<file path="src/hdl/crt_pkg.sv">
// Shared types and constants of the zoned Chebyshev resistance-to-temperature converter.
// No dependencies; the files that use it refer to it by scoped names.
package crt_pkg;

  typedef enum logic [2:0] {
    KIND_CONVERT = 3'd0,
    KIND_COEF    = 3'd1,
    KIND_R_LOW   = 3'd2,
    KIND_R_HIGH  = 3'd3,
    KIND_LOG_LOW = 3'd4,
    KIND_LOG_HIGH= 3'd5,
    KIND_COUNT   = 3'd6
  } kind_e;

  typedef enum logic [1:0] {
    STATUS_OK      = 2'd0,
    STATUS_RANGE   = 2'd1,
    STATUS_NO_ZONE = 2'd2
  } status_e;

  typedef enum logic [1:0] {
    CFG_RANGE_LOW  = 2'd0,
    CFG_RANGE_HIGH = 2'd1,
    CFG_ZONES      = 2'd2
  } cfg_idx_e;

  // word offsets of one zone record in the zone memory
  localparam logic [2:0] FLD_R_LOW    = 3'd0;
  localparam logic [2:0] FLD_R_HIGH   = 3'd1;
  localparam logic [2:0] FLD_LOG_LOW  = 3'd2;
  localparam logic [2:0] FLD_LOG_HIGH = 3'd3;
  localparam logic [2:0] FLD_COUNT    = 3'd4;
  localparam int         ZONE_STRIDE  = 8;

  localparam logic signed [31:0] Q30_ONE     = 32'sh4000_0000;
  localparam logic [28:0]        LOG10_2_Q30 = 29'd323228497;

  typedef enum logic [4:0] {
    S_IDLE, S_ZRLO, S_ZRHI, S_ZCHK, S_RLL, S_RLH, S_RCNT, S_RCAP,
    S_NORM, S_SQ, S_LMH, S_LML, S_LRND, S_DIVSET, S_DIV,
    S_CREAD, S_TUPD, S_AMUL, S_ACC, S_DONE
  } crt_state_e;

  typedef struct packed {
    logic signed [31:0] temperature;
    status_e            status;
  } crt_result_t;

endpackage

</file>
<file path="src/hdl/crt_mul.sv">
// Shared 33x33 signed multiplier with a registered product.
// No dependencies.
module crt_mul (
  input  logic               clk_i,
  input  logic               en_i,
  input  logic signed [32:0] a_i,
  input  logic signed [32:0] b_i,
  output logic signed [65:0] p_o
);
  logic signed [65:0] p_q;

  always_ff @(posedge clk_i) begin
    if (en_i) begin
      p_q <= a_i * b_i;
    end
  end

  assign p_o = p_q;
endmodule

</file>
<file path="src/hdl/crt_core.sv">
// Conversion sequencer: zone search, log10, normalization divide, Chebyshev sum.
// Depends on crt_pkg and crt_mul; reads the zone and coefficient memories.
module crt_core #(
  parameter int MAX_ZONES = 4,
  parameter int MAX_COEFS = 16
) (
  input  logic                                          clk_i,
  input  logic                                          rst_ni,
  input  logic                                          start_i,
  input  logic [31:0]                                   resistance_i,
  input  logic [31:0]                                   range_low_i,
  input  logic [31:0]                                   range_high_i,
  input  logic [2:0]                                    zones_i,
  output logic                                          idle_o,
  output logic                                          zone_re_o,
  output logic [$clog2(MAX_ZONES*crt_pkg::ZONE_STRIDE)-1:0] zone_raddr_o,
  input  logic [31:0]                                   zone_rdata_i,
  output logic                                          coef_re_o,
  output logic [$clog2(MAX_ZONES*MAX_COEFS)-1:0]        coef_raddr_o,
  input  logic [31:0]                                   coef_rdata_i,
  output logic                                          res_valid_o,
  input  logic                                          res_take_i,
  output crt_pkg::crt_result_t                          result_o
);
  localparam int ZCW = $clog2(MAX_ZONES + 1);
  localparam int JCW = $clog2(MAX_COEFS + 1);
  localparam int ZAW = $clog2(MAX_ZONES * crt_pkg::ZONE_STRIDE);
  localparam int CAW = $clog2(MAX_ZONES * MAX_COEFS);

  crt_pkg::crt_state_e state_q, state_d;
  crt_pkg::status_e    status_q, status_d;

  logic [31:0]        r_q, r_d;
  logic [ZCW-1:0]     zone_q, zone_d;
  logic               lo_ok_q, lo_ok_d;
  logic signed [31:0] llo_q, llo_d, lhi_q, lhi_d;
  logic [JCW-1:0]     n_q, n_d, j_q, j_d;
  logic [31:0]        m_q, m_d;
  logic [4:0]         pos_q, pos_d, k_q, k_d;
  logic [29:0]        frac_q, frac_d;
  logic [34:0]        mag_q, mag_d;
  logic               lneg_q, lneg_d;
  logic [65:0]        lacc_q, lacc_d;
  logic signed [31:0] zv_q, zv_d;
  logic               xneg_q, xneg_d;
  logic [34:0]        rem_q, rem_d;
  logic [32:0]        ad_q, ad_d;
  logic [29:0]        quo_q, quo_d;
  logic signed [31:0] x_q, x_d, tprev_q, tprev_d, tcur_q, tcur_d;
  logic signed [39:0] sum_q, sum_d;

  logic               mul_en;
  logic signed [32:0] mul_a, mul_b;
  logic signed [65:0] prod;

  logic [ZCW-1:0]     nz;
  logic [2:0]         zfld;
  logic [32:0]        sq_hi;
  logic               sq_bit;
  logic [31:0]        sq_adj;
  logic [31:0]        sq_in;
  logic [29:0]        frac_full;
  logic signed [5:0]  expo;
  logic signed [35:0] l2;
  logic [65:0]        lsum;
  logic [31:0]        lmag;
  logic signed [34:0] num;
  logic signed [32:0] den;
  logic [34:0]        an;
  logic [32:0]        ad;
  logic [34:0]        rem2;
  logic               dbit;
  logic [29:0]        quo_full;
  logic signed [65:0] p_rnd29, p_rnd30;
  logic signed [33:0] tq, tn;
  logic signed [31:0] tclamp, tsel;
  logic signed [32:0] term;
  logic signed [31:0] sat_sum;
  crt_pkg::crt_state_e after_x;

  crt_mul u_mul (
    .clk_i (clk_i),
    .en_i  (mul_en),
    .a_i   (mul_a),
    .b_i   (mul_b),
    .p_o   (prod)
  );

  assign nz = (32'(zones_i) > MAX_ZONES) ? ZCW'(MAX_ZONES) : ZCW'(zones_i);

  // squaring step of the log2 fraction
  assign sq_hi     = prod[63:31];
  assign sq_bit    = sq_hi[32];
  assign sq_adj    = sq_bit ? sq_hi[32:1] : sq_hi[31:0];
  assign sq_in     = (k_q == 5'd0) ? m_q : sq_adj;
  assign frac_full = {frac_q[28:0], sq_bit};
  assign expo      = $signed({1'b0, pos_q} - 6'd16);
  assign l2        = {expo, frac_full};

  assign lsum = {lacc_q[49:0], 16'd0} + 66'(unsigned'(prod)) + 66'h8000_0000;
  assign lmag = lsum[63:32];

  assign num = {{2{zv_q[31]}}, zv_q, 1'b0} - {{3{llo_q[31]}}, llo_q}
             - {{3{lhi_q[31]}}, lhi_q};
  assign den = {lhi_q[31], lhi_q} - {llo_q[31], llo_q};
  assign an  = num[34] ? 35'(-num) : 35'(num);
  assign ad  = den[32] ? 33'(-den) : 33'(den);

  assign rem2     = {rem_q[33:0], 1'b0};
  assign dbit     = rem2 >= {2'b00, ad_q};
  assign quo_full = {quo_q[28:0], dbit};

  assign p_rnd29 = (prod[65] ? (prod + 66'sd536870911) : prod) >>> 29;
  assign p_rnd30 = (prod[65] ? (prod + 66'sd1073741823) : prod) >>> 30;
  assign tq      = p_rnd29[33:0];
  assign tn      = tq - {{2{tprev_q[31]}}, tprev_q};
  assign tclamp  = (tn > 34'sd1073741824) ? crt_pkg::Q30_ONE :
                   (tn < -34'sd1073741824) ? -crt_pkg::Q30_ONE : tn[31:0];
  assign tsel    = (j_q == '0) ? tprev_q : tcur_q;
  assign term    = p_rnd30[32:0];

  assign sat_sum = (sum_q > 40'sd2147483647) ? 32'sh7FFF_FFFF :
                   (sum_q < -40'sd2147483648) ? 32'sh8000_0000 : sum_q[31:0];

  assign after_x = (n_q == '0) ? crt_pkg::S_DONE : crt_pkg::S_CREAD;

  always_ff @(posedge clk_i or negedge rst_ni) begin
    if (!rst_ni) begin
      state_q <= crt_pkg::S_IDLE;
    end else begin
      state_q <= state_d;
    end
  end

  always_ff @(posedge clk_i) begin
    status_q <= status_d;
    r_q      <= r_d;
    zone_q   <= zone_d;
    lo_ok_q  <= lo_ok_d;
    llo_q    <= llo_d;
    lhi_q    <= lhi_d;
    n_q      <= n_d;
    j_q      <= j_d;
    m_q      <= m_d;
    pos_q    <= pos_d;
    k_q      <= k_d;
    frac_q   <= frac_d;
    mag_q    <= mag_d;
    lneg_q   <= lneg_d;
    lacc_q   <= lacc_d;
    zv_q     <= zv_d;
    xneg_q   <= xneg_d;
    rem_q    <= rem_d;
    ad_q     <= ad_d;
    quo_q    <= quo_d;
    x_q      <= x_d;
    tprev_q  <= tprev_d;
    tcur_q   <= tcur_d;
    sum_q    <= sum_d;
  end

  always_comb begin
    state_d  = state_q;
    status_d = status_q;
    r_d      = r_q;
    zone_d   = zone_q;
    lo_ok_d  = lo_ok_q;
    llo_d    = llo_q;
    lhi_d    = lhi_q;
    n_d      = n_q;
    j_d      = j_q;
    m_d      = m_q;
    pos_d    = pos_q;
    k_d      = k_q;
    frac_d   = frac_q;
    mag_d    = mag_q;
    lneg_d   = lneg_q;
    lacc_d   = lacc_q;
    zv_d     = zv_q;
    xneg_d   = xneg_q;
    rem_d    = rem_q;
    ad_d     = ad_q;
    quo_d    = quo_q;
    x_d      = x_q;
    tprev_d  = tprev_q;
    tcur_d   = tcur_q;
    sum_d    = sum_q;
    mul_en   = 1'b0;
    mul_a    = '0;
    mul_b    = '0;
    zone_re_o = 1'b0;
    zfld     = crt_pkg::FLD_R_LOW;
    coef_re_o = 1'b0;
    res_valid_o = 1'b0;

    case (state_q)
      crt_pkg::S_IDLE: begin
        if (start_i) begin
          r_d      = resistance_i;
          zone_d   = '0;
          sum_d    = '0;
          status_d = crt_pkg::STATUS_OK;
          if (resistance_i <= range_low_i || resistance_i >= range_high_i) begin
            status_d = crt_pkg::STATUS_RANGE;
            state_d  = crt_pkg::S_DONE;
          end else if (nz == '0) begin
            status_d = crt_pkg::STATUS_NO_ZONE;
            state_d  = crt_pkg::S_DONE;
          end else begin
            state_d = crt_pkg::S_ZRLO;
          end
        end
      end
      crt_pkg::S_ZRLO: begin
        zone_re_o = 1'b1;
        zfld      = crt_pkg::FLD_R_LOW;
        state_d   = crt_pkg::S_ZRHI;
      end
      crt_pkg::S_ZRHI: begin
        zone_re_o = 1'b1;
        zfld      = crt_pkg::FLD_R_HIGH;
        lo_ok_d   = r_q >= zone_rdata_i;
        state_d   = crt_pkg::S_ZCHK;
      end
      crt_pkg::S_ZCHK: begin
        if (lo_ok_q && r_q <= zone_rdata_i) begin
          state_d = crt_pkg::S_RLL;
        end else if (zone_q + 1'b1 == nz) begin
          status_d = crt_pkg::STATUS_NO_ZONE;
          state_d  = crt_pkg::S_DONE;
        end else begin
          zone_d  = zone_q + 1'b1;
          state_d = crt_pkg::S_ZRLO;
        end
      end
      crt_pkg::S_RLL: begin
        zone_re_o = 1'b1;
        zfld      = crt_pkg::FLD_LOG_LOW;
        state_d   = crt_pkg::S_RLH;
      end
      crt_pkg::S_RLH: begin
        zone_re_o = 1'b1;
        zfld      = crt_pkg::FLD_LOG_HIGH;
        llo_d     = zone_rdata_i;
        state_d   = crt_pkg::S_RCNT;
      end
      crt_pkg::S_RCNT: begin
        zone_re_o = 1'b1;
        zfld      = crt_pkg::FLD_COUNT;
        lhi_d     = zone_rdata_i;
        state_d   = crt_pkg::S_RCAP;
      end
      crt_pkg::S_RCAP: begin
        n_d     = zone_rdata_i[JCW-1:0];
        m_d     = r_q;
        pos_d   = 5'd31;
        state_d = crt_pkg::S_NORM;
      end
      crt_pkg::S_NORM: begin
        if (m_q == '0) begin
          zv_d    = '0;
          state_d = crt_pkg::S_DIVSET;
        end else if (m_q[31]) begin
          k_d     = '0;
          frac_d  = '0;
          state_d = crt_pkg::S_SQ;
        end else begin
          m_d   = {m_q[30:0], 1'b0};
          pos_d = pos_q - 5'd1;
        end
      end
      crt_pkg::S_SQ: begin
        if (k_q != 5'd30) begin
          mul_en = 1'b1;
          mul_a  = {1'b0, sq_in};
          mul_b  = {1'b0, sq_in};
        end
        if (k_q != 5'd0) begin
          frac_d = frac_full;
        end
        k_d = k_q + 5'd1;
        if (k_q == 5'd30) begin
          lneg_d  = l2[35];
          mag_d   = l2[35] ? 35'(-l2) : 35'(l2);
          state_d = crt_pkg::S_LMH;
        end
      end
      crt_pkg::S_LMH: begin
        mul_en  = 1'b1;
        mul_a   = {14'd0, mag_q[34:16]};
        mul_b   = {4'd0, crt_pkg::LOG10_2_Q30};
        state_d = crt_pkg::S_LML;
      end
      crt_pkg::S_LML: begin
        mul_en  = 1'b1;
        mul_a   = {17'd0, mag_q[15:0]};
        mul_b   = {4'd0, crt_pkg::LOG10_2_Q30};
        lacc_d  = unsigned'(prod);
        state_d = crt_pkg::S_LRND;
      end
      crt_pkg::S_LRND: begin
        zv_d    = lneg_q ? -$signed(lmag) : $signed(lmag);
        state_d = crt_pkg::S_DIVSET;
      end
      crt_pkg::S_DIVSET: begin
        xneg_d  = num[34] ^ den[32];
        tprev_d = crt_pkg::Q30_ONE;
        j_d     = '0;
        if (den == '0) begin
          x_d     = '0;
          tcur_d  = '0;
          state_d = after_x;
        end else if (an >= {2'b00, ad}) begin
          x_d     = (num[34] ^ den[32]) ? -crt_pkg::Q30_ONE : crt_pkg::Q30_ONE;
          tcur_d  = x_d;
          state_d = after_x;
        end else begin
          rem_d   = an;
          ad_d    = ad;
          quo_d   = '0;
          k_d     = '0;
          state_d = crt_pkg::S_DIV;
        end
      end
      crt_pkg::S_DIV: begin
        rem_d = dbit ? (rem2 - {2'b00, ad_q}) : rem2;
        quo_d = quo_full;
        k_d   = k_q + 5'd1;
        if (k_q == 5'd29) begin
          x_d     = xneg_q ? -$signed({2'b00, quo_full}) : $signed({2'b00, quo_full});
          tcur_d  = x_d;
          state_d = after_x;
        end
      end
      crt_pkg::S_CREAD: begin
        coef_re_o = 1'b1;
        if (j_q >= JCW'(2)) begin
          mul_en = 1'b1;
          mul_a  = {x_q[31], x_q};
          mul_b  = {tcur_q[31], tcur_q};
        end
        state_d = crt_pkg::S_TUPD;
      end
      crt_pkg::S_TUPD: begin
        if (j_q >= JCW'(2)) begin
          tprev_d = tcur_q;
          tcur_d  = tclamp;
        end
        state_d = crt_pkg::S_AMUL;
      end
      crt_pkg::S_AMUL: begin
        mul_en  = 1'b1;
        mul_a   = {coef_rdata_i[31], coef_rdata_i};
        mul_b   = {tsel[31], tsel};
        state_d = crt_pkg::S_ACC;
      end
      crt_pkg::S_ACC: begin
        sum_d = sum_q + {{7{term[32]}}, term};
        j_d   = j_q + 1'b1;
        if (j_q + 1'b1 == n_q) begin
          state_d = crt_pkg::S_DONE;
        end else begin
          state_d = crt_pkg::S_CREAD;
        end
      end
      crt_pkg::S_DONE: begin
        res_valid_o = 1'b1;
        if (res_take_i) begin
          state_d = crt_pkg::S_IDLE;
        end
      end
      default: begin
        state_d = crt_pkg::S_IDLE;
      end
    endcase
  end

  assign idle_o       = state_q == crt_pkg::S_IDLE;
  assign zone_raddr_o = ZAW'(zone_q * crt_pkg::ZONE_STRIDE + zfld);
  assign coef_raddr_o = CAW'(zone_q * MAX_COEFS + j_q);

  assign result_o.status      = status_q;
  assign result_o.temperature = (status_q == crt_pkg::STATUS_OK) ? sat_sum : '0;

  a_div_rem: assert property (@(posedge clk_i) disable iff (!rst_ni)
    state_q == crt_pkg::S_DIV |-> rem_q < {2'b00, ad_q})
    else $error("divider remainder not below divisor");

  a_t_unit: assert property (@(posedge clk_i) disable iff (!rst_ni)
    (state_q == crt_pkg::S_AMUL || state_q == crt_pkg::S_CREAD) |->
      (tcur_q <= crt_pkg::Q30_ONE && tcur_q >= -crt_pkg::Q30_ONE &&
       tprev_q <= crt_pkg::Q30_ONE && tprev_q >= -crt_pkg::Q30_ONE))
    else $error("Chebyshev term outside unit range");

  a_start_busy: assert property (@(posedge clk_i) disable iff (!rst_ni)
    (start_i && state_q == crt_pkg::S_IDLE) |=> state_q != crt_pkg::S_IDLE)
    else $error("convert beat did not start the sequencer");

  a_ok_zone: assert property (@(posedge clk_i) disable iff (!rst_ni)
    (state_q == crt_pkg::S_DONE && status_q == crt_pkg::STATUS_OK) |-> zone_q < nz)
    else $error("result taken from a zone outside the searched set");
endmodule

</file>
<file path="config.mk">
export PLATFORM = sky130hd
export DESIGN_NAME = crt_core
export DESIGN_NICKNAME = d
export VERILOG_FILES = /design/src/hdl/crt_pkg.sv /design/src/hdl/crt_mul.sv /design/src/hdl/crt_core.sv
export SDC_FILE = /design/constraint.sdc
export NUM_CORES = 2
export LEC_CHECK = 0
export ABC_AREA = 1
export ABC_CLOCK_PERIOD_IN_PS = 15100
export BUFFER_PORTS_ARGS = -buffer_cell sky130_fd_sc_hd__buf_2
export CAP_MARGIN = 0
export CORE_ASPECT_RATIO = 0.7
export CORE_MARGIN = 2
export CORE_UTILIZATION = 24
export DETAILED_ROUTE_END_ITERATION = 10
export MAX_ROUTING_LAYER = met4
export PLACE_DENSITY = 0.43
export SLEW_MARGIN = 20
export SYNTH_ARGS = -nofsm -noshare
export SYNTH_HDL_FRONTEND = slang
export SYNTH_SLANG_ARGS = --single-unit
</file>
<file path="constraint.sdc">
create_clock -name clk_i -period 15.1 [get_ports clk_i]
set_clock_uncertainty 0.1 [all_clocks]
set_input_delay 1.51 -clock clk_i [delete_from_list [all_inputs] [get_ports clk_i]]
set_output_delay 1.51 -clock clk_i [all_outputs]
set_load 0.05 [all_outputs]
</file>
==> run_summary.xml <==
<?xml version="1.0" encoding="UTF-8"?>
<metrics>
  <group name="power">
    <metric name="power_switching" unit="W">0.00540</metric>
    <metric name="power_density" unit="nW/um^2">102</metric>
    <metric name="seq_power_share" unit="">0.243</metric>
    <metric name="clockPowerShare" unit="">0.176</metric>
    <metric name="internal_power" unit="W">0.00463</metric>
    <metric name="netSwitchingFraction" unit="">0.538</metric>
    <metric name="max-vdd-ir-drop" unit="mV">0.0790</metric>
    <metric name="gate_power_share" unit="">0.581</metric>
    <metric name="static_leak" unit="nW">49.1</metric>
    <metric name="finalPower" unit="W">0.0100</metric>
  </group>
  <group name="global_routing">
    <metric name="grt_first_pass_wirelength" unit="mm">529</metric>
    <metric name="grt_pass1_vias" unit="">71300</metric>
    <metric name="largest_net_degree_at_the_start_of_global_routing" unit="">65</metric>
    <metric name="total_routing_usage_gr" unit="">0.201</metric>
    <metric name="grt_overflow_total" unit="">0</metric>
    <metric name="number_of_antenna_violations_at_the_first_check_in_global_routing" unit="">29</metric>
  </group>
  <group name="drt">
    <metric name="wl_per_cell" unit="um">22.7</metric>
    <metric name="via_per_inst" unit="">4.59</metric>
    <metric name="detail_route.wirelength" unit="mm">371</metric>
    <metric name="vias" unit="">74800</metric>
    <metric name="detail_route.first_pass.iterations" unit="">6</metric>
    <metric name="post-route-drc-count" unit="">0</metric>
    <metric name="postRouteAntennaNets" unit="">0</metric>
    <metric name="drtIter0Drc" unit="">8051</metric>
  </group>
  <group name="die">
    <metric name="std_cell_rows" unit="">186</metric>
    <metric name="start_util" unit="">0.241</metric>
    <metric name="chipWidth" unit="um">730</metric>
    <metric name="design.die.area" unit="sq um">374000</metric>
    <metric name="core_area" unit="sq um">367000</metric>
    <metric name="die_height" unit="um">512</metric>
    <metric name="num_io_pins" unit="">216</metric>
  </group>
  <group name="worst_setup_path">
    <metric name="worst_path_max_delay_cell" unit="">nor4_1</metric>
    <metric name="critPathCaptureType" unit="">flop</metric>
    <metric name="cp-start-kind" unit="">flop</metric>
    <metric name="r2r_setup_slack" unit="ns">2.28</metric>
    <metric name="cp_required" unit="ns">15.40</metric>
    <metric name="arrival" unit="ns">13.12</metric>
    <metric name="crit_fanout" unit="">32</metric>
    <metric name="timing_worst_setup_path_type" unit="">reg2reg</metric>
    <metric name="crit_path_max_incr_delay" unit="ns">0.92</metric>
  </group>
  <group name="status">
    <metric name="status" unit="">completed</metric>
  </group>
  <group name="yosys">
    <metric name="post_synthesis_mean_instance_area" unit="sq um">7.90</metric>
    <metric name="yosysUniqueCellTypes" unit="">72</metric>
    <metric name="syn-instance-count" unit="">11200</metric>
    <metric name="yosys-top-cells-area" unit="">fa_1, edfxtp_1, inv_1, nand2_1, ha_1</metric>
    <metric name="synth_top_area_share" unit="">0.267</metric>
    <metric name="synth_top_flop_cell" unit="">edfxtp_1</metric>
    <metric name="post_synth_instance_area" unit="sq um">88600</metric>
    <metric name="yosysWarnings" unit="">0</metric>
    <metric name="synth_largest_area_cell" unit="">fa_1</metric>
    <metric name="synth.net_count" unit="">13200</metric>
    <metric name="synth_enable_flop_cells" unit="">597</metric>
    <metric name="synth-seq-cells" unit="">602</metric>
    <metric name="synth_seq_area_share" unit="">0.204</metric>
    <metric name="postSynth.asyncResetShare" unit="">0.00831</metric>
  </group>
  <group name="clock_tree">
    <metric name="cts.repair_timing.setup_buffer_count" unit="">0</metric>
    <metric name="clockBufferDepth" unit="">3</metric>
    <metric name="insertion_delay" unit="ns">0.71</metric>
    <metric name="holdBufCountCts" unit="">0</metric>
    <metric name="tritoncts_buffers" unit="">69</metric>
    <metric name="post_cts.resized_instances" unit="">0</metric>
    <metric name="tritoncts_clock_tree" unit="">built</metric>
    <metric name="cts_h_tree_depth" unit="">3</metric>
    <metric name="cts.root.buffer_cell" unit="">clkbuf_16</metric>
    <metric name="clkSinkCount" unit="">602</metric>
    <metric name="clk_transition_reported_paths" unit="ns">0.07</metric>
  </group>
  <group name="timing">
    <metric name="rsz0062_at_grt" unit="">false</metric>
    <metric name="finalCritPeriodShare" unit="">0.849</metric>
    <metric name="setup_total_negative_slack" unit="ns">0</metric>
    <metric name="relative_slew_slack" unit="">0.188</metric>
    <metric name="finalMaxSlewViolations" unit="">0</metric>
    <metric name="period_minus_slack" unit="ns">12.82</metric>
    <metric name="worstMarginPinSlew" unit="ns">1.21</metric>
    <metric name="hold_violations_final" unit="">0</metric>
    <metric name="final.setup.worst_slack" unit="ns">2.28</metric>
    <metric name="setup-violations-final" unit="">0</metric>
    <metric name="peak_clock_frequency_supported_by_timing" unit="MHz">78.0</metric>
  </group>
  <group name="place">
    <metric name="count_of_buffers_inserted_at_the_top_level_ports" unit="">215</metric>
    <metric name="gpl.final_weighted_congestion" unit="">1.02</metric>
    <metric name="dpl_worst_slack" unit="ns">2.68</metric>
    <metric name="detailed_place_hpwl" unit="mm">316</metric>
  </group>
  <group name="worst_hold_path">
    <metric name="hold_path.class" unit="">reg2reg</metric>
  </group>
  <group name="final_layout">
    <metric name="layout-area-overhead-vs-synth" unit="%">10.7</metric>
    <metric name="finalNetCount" unit="">13400</metric>
    <metric name="post_route_cells_drive_above_1_share" unit="">0.0560</metric>
    <metric name="sequential_cell_area" unit="sq um">18100</metric>
    <metric name="area_of_the_multi_input_gates" unit="sq um">59500</metric>
    <metric name="num-fill-cells" unit="">40500</metric>
  </group>
  <group name="flow_run">
    <metric name="cap_violations" unit="">0</metric>
  </group>
</metrics>
==> routing by layer <==
metal,part of all wire,GRT usage,wire (um)
met5,0,-,0
met4,0.020,0.0333,7280
met3,0.086,0.0351,31800
met2,0.38,0.263,142000
met1,0.51,0.317,189000
==> flip-flops by register name, indices dropped and copies added (netlist names), 29 cells and up <==
signal / cells
rem_q: 34
ad_q: 33
m_q: 32
lhi_q: 32
quo_q: 29
mag_q: 35
x_q: 32
frac_q: 29
u_mul.p_o: 65
sum_q: 40
zv_q: 32
llo_q: 32
tcur_q: 32
lacc_q: 48
r_q: 32
tprev_q: 32
==> stage by stage <==
stage | instances | utilization | cell area [sq um] | hold WS [ns]
4_1_cts | 16300 | 0.267 | 98000 | 0.357
3_3_place_gp | 16200 | 0.261 | 95800 | 0.349
3_5_place_dp | 16200 | 0.261 | 95800 | 0.351
5_1_grt | 16300 | 0.267 | 98100 | 0.372
6_report | 16300 | 0.267 | 98100 | 0.354
2_1_floorplan | 11200 | - | 88600 | 0.321
==> final cells by class <==
cell class                 count  area share
multi-input combinational   7653       0.607
sequential                   602       0.184
inverter                    2677       0.102
tap                         4888      0.0624
timing repair buffer         355      0.0219
clock buffer                  78      0.0184
clock inverter                47     0.00401
antenna                        9    0.000230
==> cell usage after synthesis, types with 20 or more instances <==
library cell  number
o21ai_0          407
xnor2_1           88
a21oi_1          489
inv_1           2636
nor4_1            60
nand4_1          110
buf_2            122
clkbuf_1         140
nor2_1          1117
nand2_1         2453
ha_1             656
nor3_1           111
o211ai_1          33
inv_2             26
nand3_1          302
o221ai_1          20
o21a_1            30
edfxtp_1         597
a31oi_1           50
xor2_1           247
nand3b_1          23
a21o_1            26
fa_1            1181
==> critical path, delay by kind of cell (launching register included) <==
family	cells	cell delay, ns
AOI/OAI and AO/OA	4	1.06
xor gates and xnor gates	1	0.15
adders and majority gates	10	5.12
buffers and inverters	11	1.98
DFF	1	0.46
and+or+nand+nor	8	3.58
==> final timing paths <==
kind / startpoint / to / cells after the start
setup / recovery: j_q[0]$_SDFFCE_PN0P_ / u_mul.p_o[61]$_DFFE_PP_ / 34
hold / removal: u_mul.p_o[11]$_DFFE_PP_ / lacc_q[11]$_DFFE_PN_ / 0
setup reg to reg: j_q[0]$_SDFFCE_PN0P_ / u_mul.p_o[61]$_DFFE_PP_ / 34
hold reg to reg: u_mul.p_o[11]$_DFFE_PP_ / lacc_q[11]$_DFFE_PN_ / 0
max in group asynchronous: rst_ni / state_q[2]$_DFFE_PN0P_ / 1
min in group asynchronous: rst_ni / state_q[0]$_DFFE_PN0P_ / 1
==> layout by cell type (no fill, tap or decap), drive strengths merged, types with 10 or more instances in the layout <==
cell and instances:
inv 2671, nand2 2469, fa 1181, nor2 1139, ha 656, edfxtp 597
a21oi 497, o21ai 431, buf 355, nand3 306, xor2 254, nor3 130
nand4 110, xnor2 89, clkbuf 78, nor4 63, a31oi 50, clkinv 43
o211ai 33, o21a 30, a21o 26, nand3b 23, o221ai 20, o21bai 17
o22ai 17, a211oi 17, a22o 15, a21boi 13, a221oi 10
==> power groups by stage <==
stage | clock network [W] | logic (W) | registers, W
after floorplan | 0 | 0.00358 | 0.00228
after global placement | 0 | 0.00574 | 0.00247
after detailed placement | 0 | 0.00571 | 0.00246
after CTS | 0.00181 | 0.00574 | 0.00243
after global routing | 0.00187 | 0.00634 | 0.00244
final | 0.00177 | 0.00583 | 0.00244
==> kinds of logic (layout without fill, tap and decap cells) <==
kind of cell | after synthesis | count (layout) | synth area share
XOR/XNOR | 343 | 343 | 0.0347
flip-flops | 602 | 602 | 0.204
adder cells (fa/ha/maj) | 1837 | 1837 | 0.360
AND/OR/NAND/NOR | 4271 | 4271 | 0.197
other | 0 | 9 | 0
buffers and inverters | 2962 | 3157 | 0.128
AO/OA/AOI/OAI | 1201 | 1201 | 0.0770
multiplexers | 1 | 1 | 0.000127
Note: power is estimated with default switching activity, not from simulation.
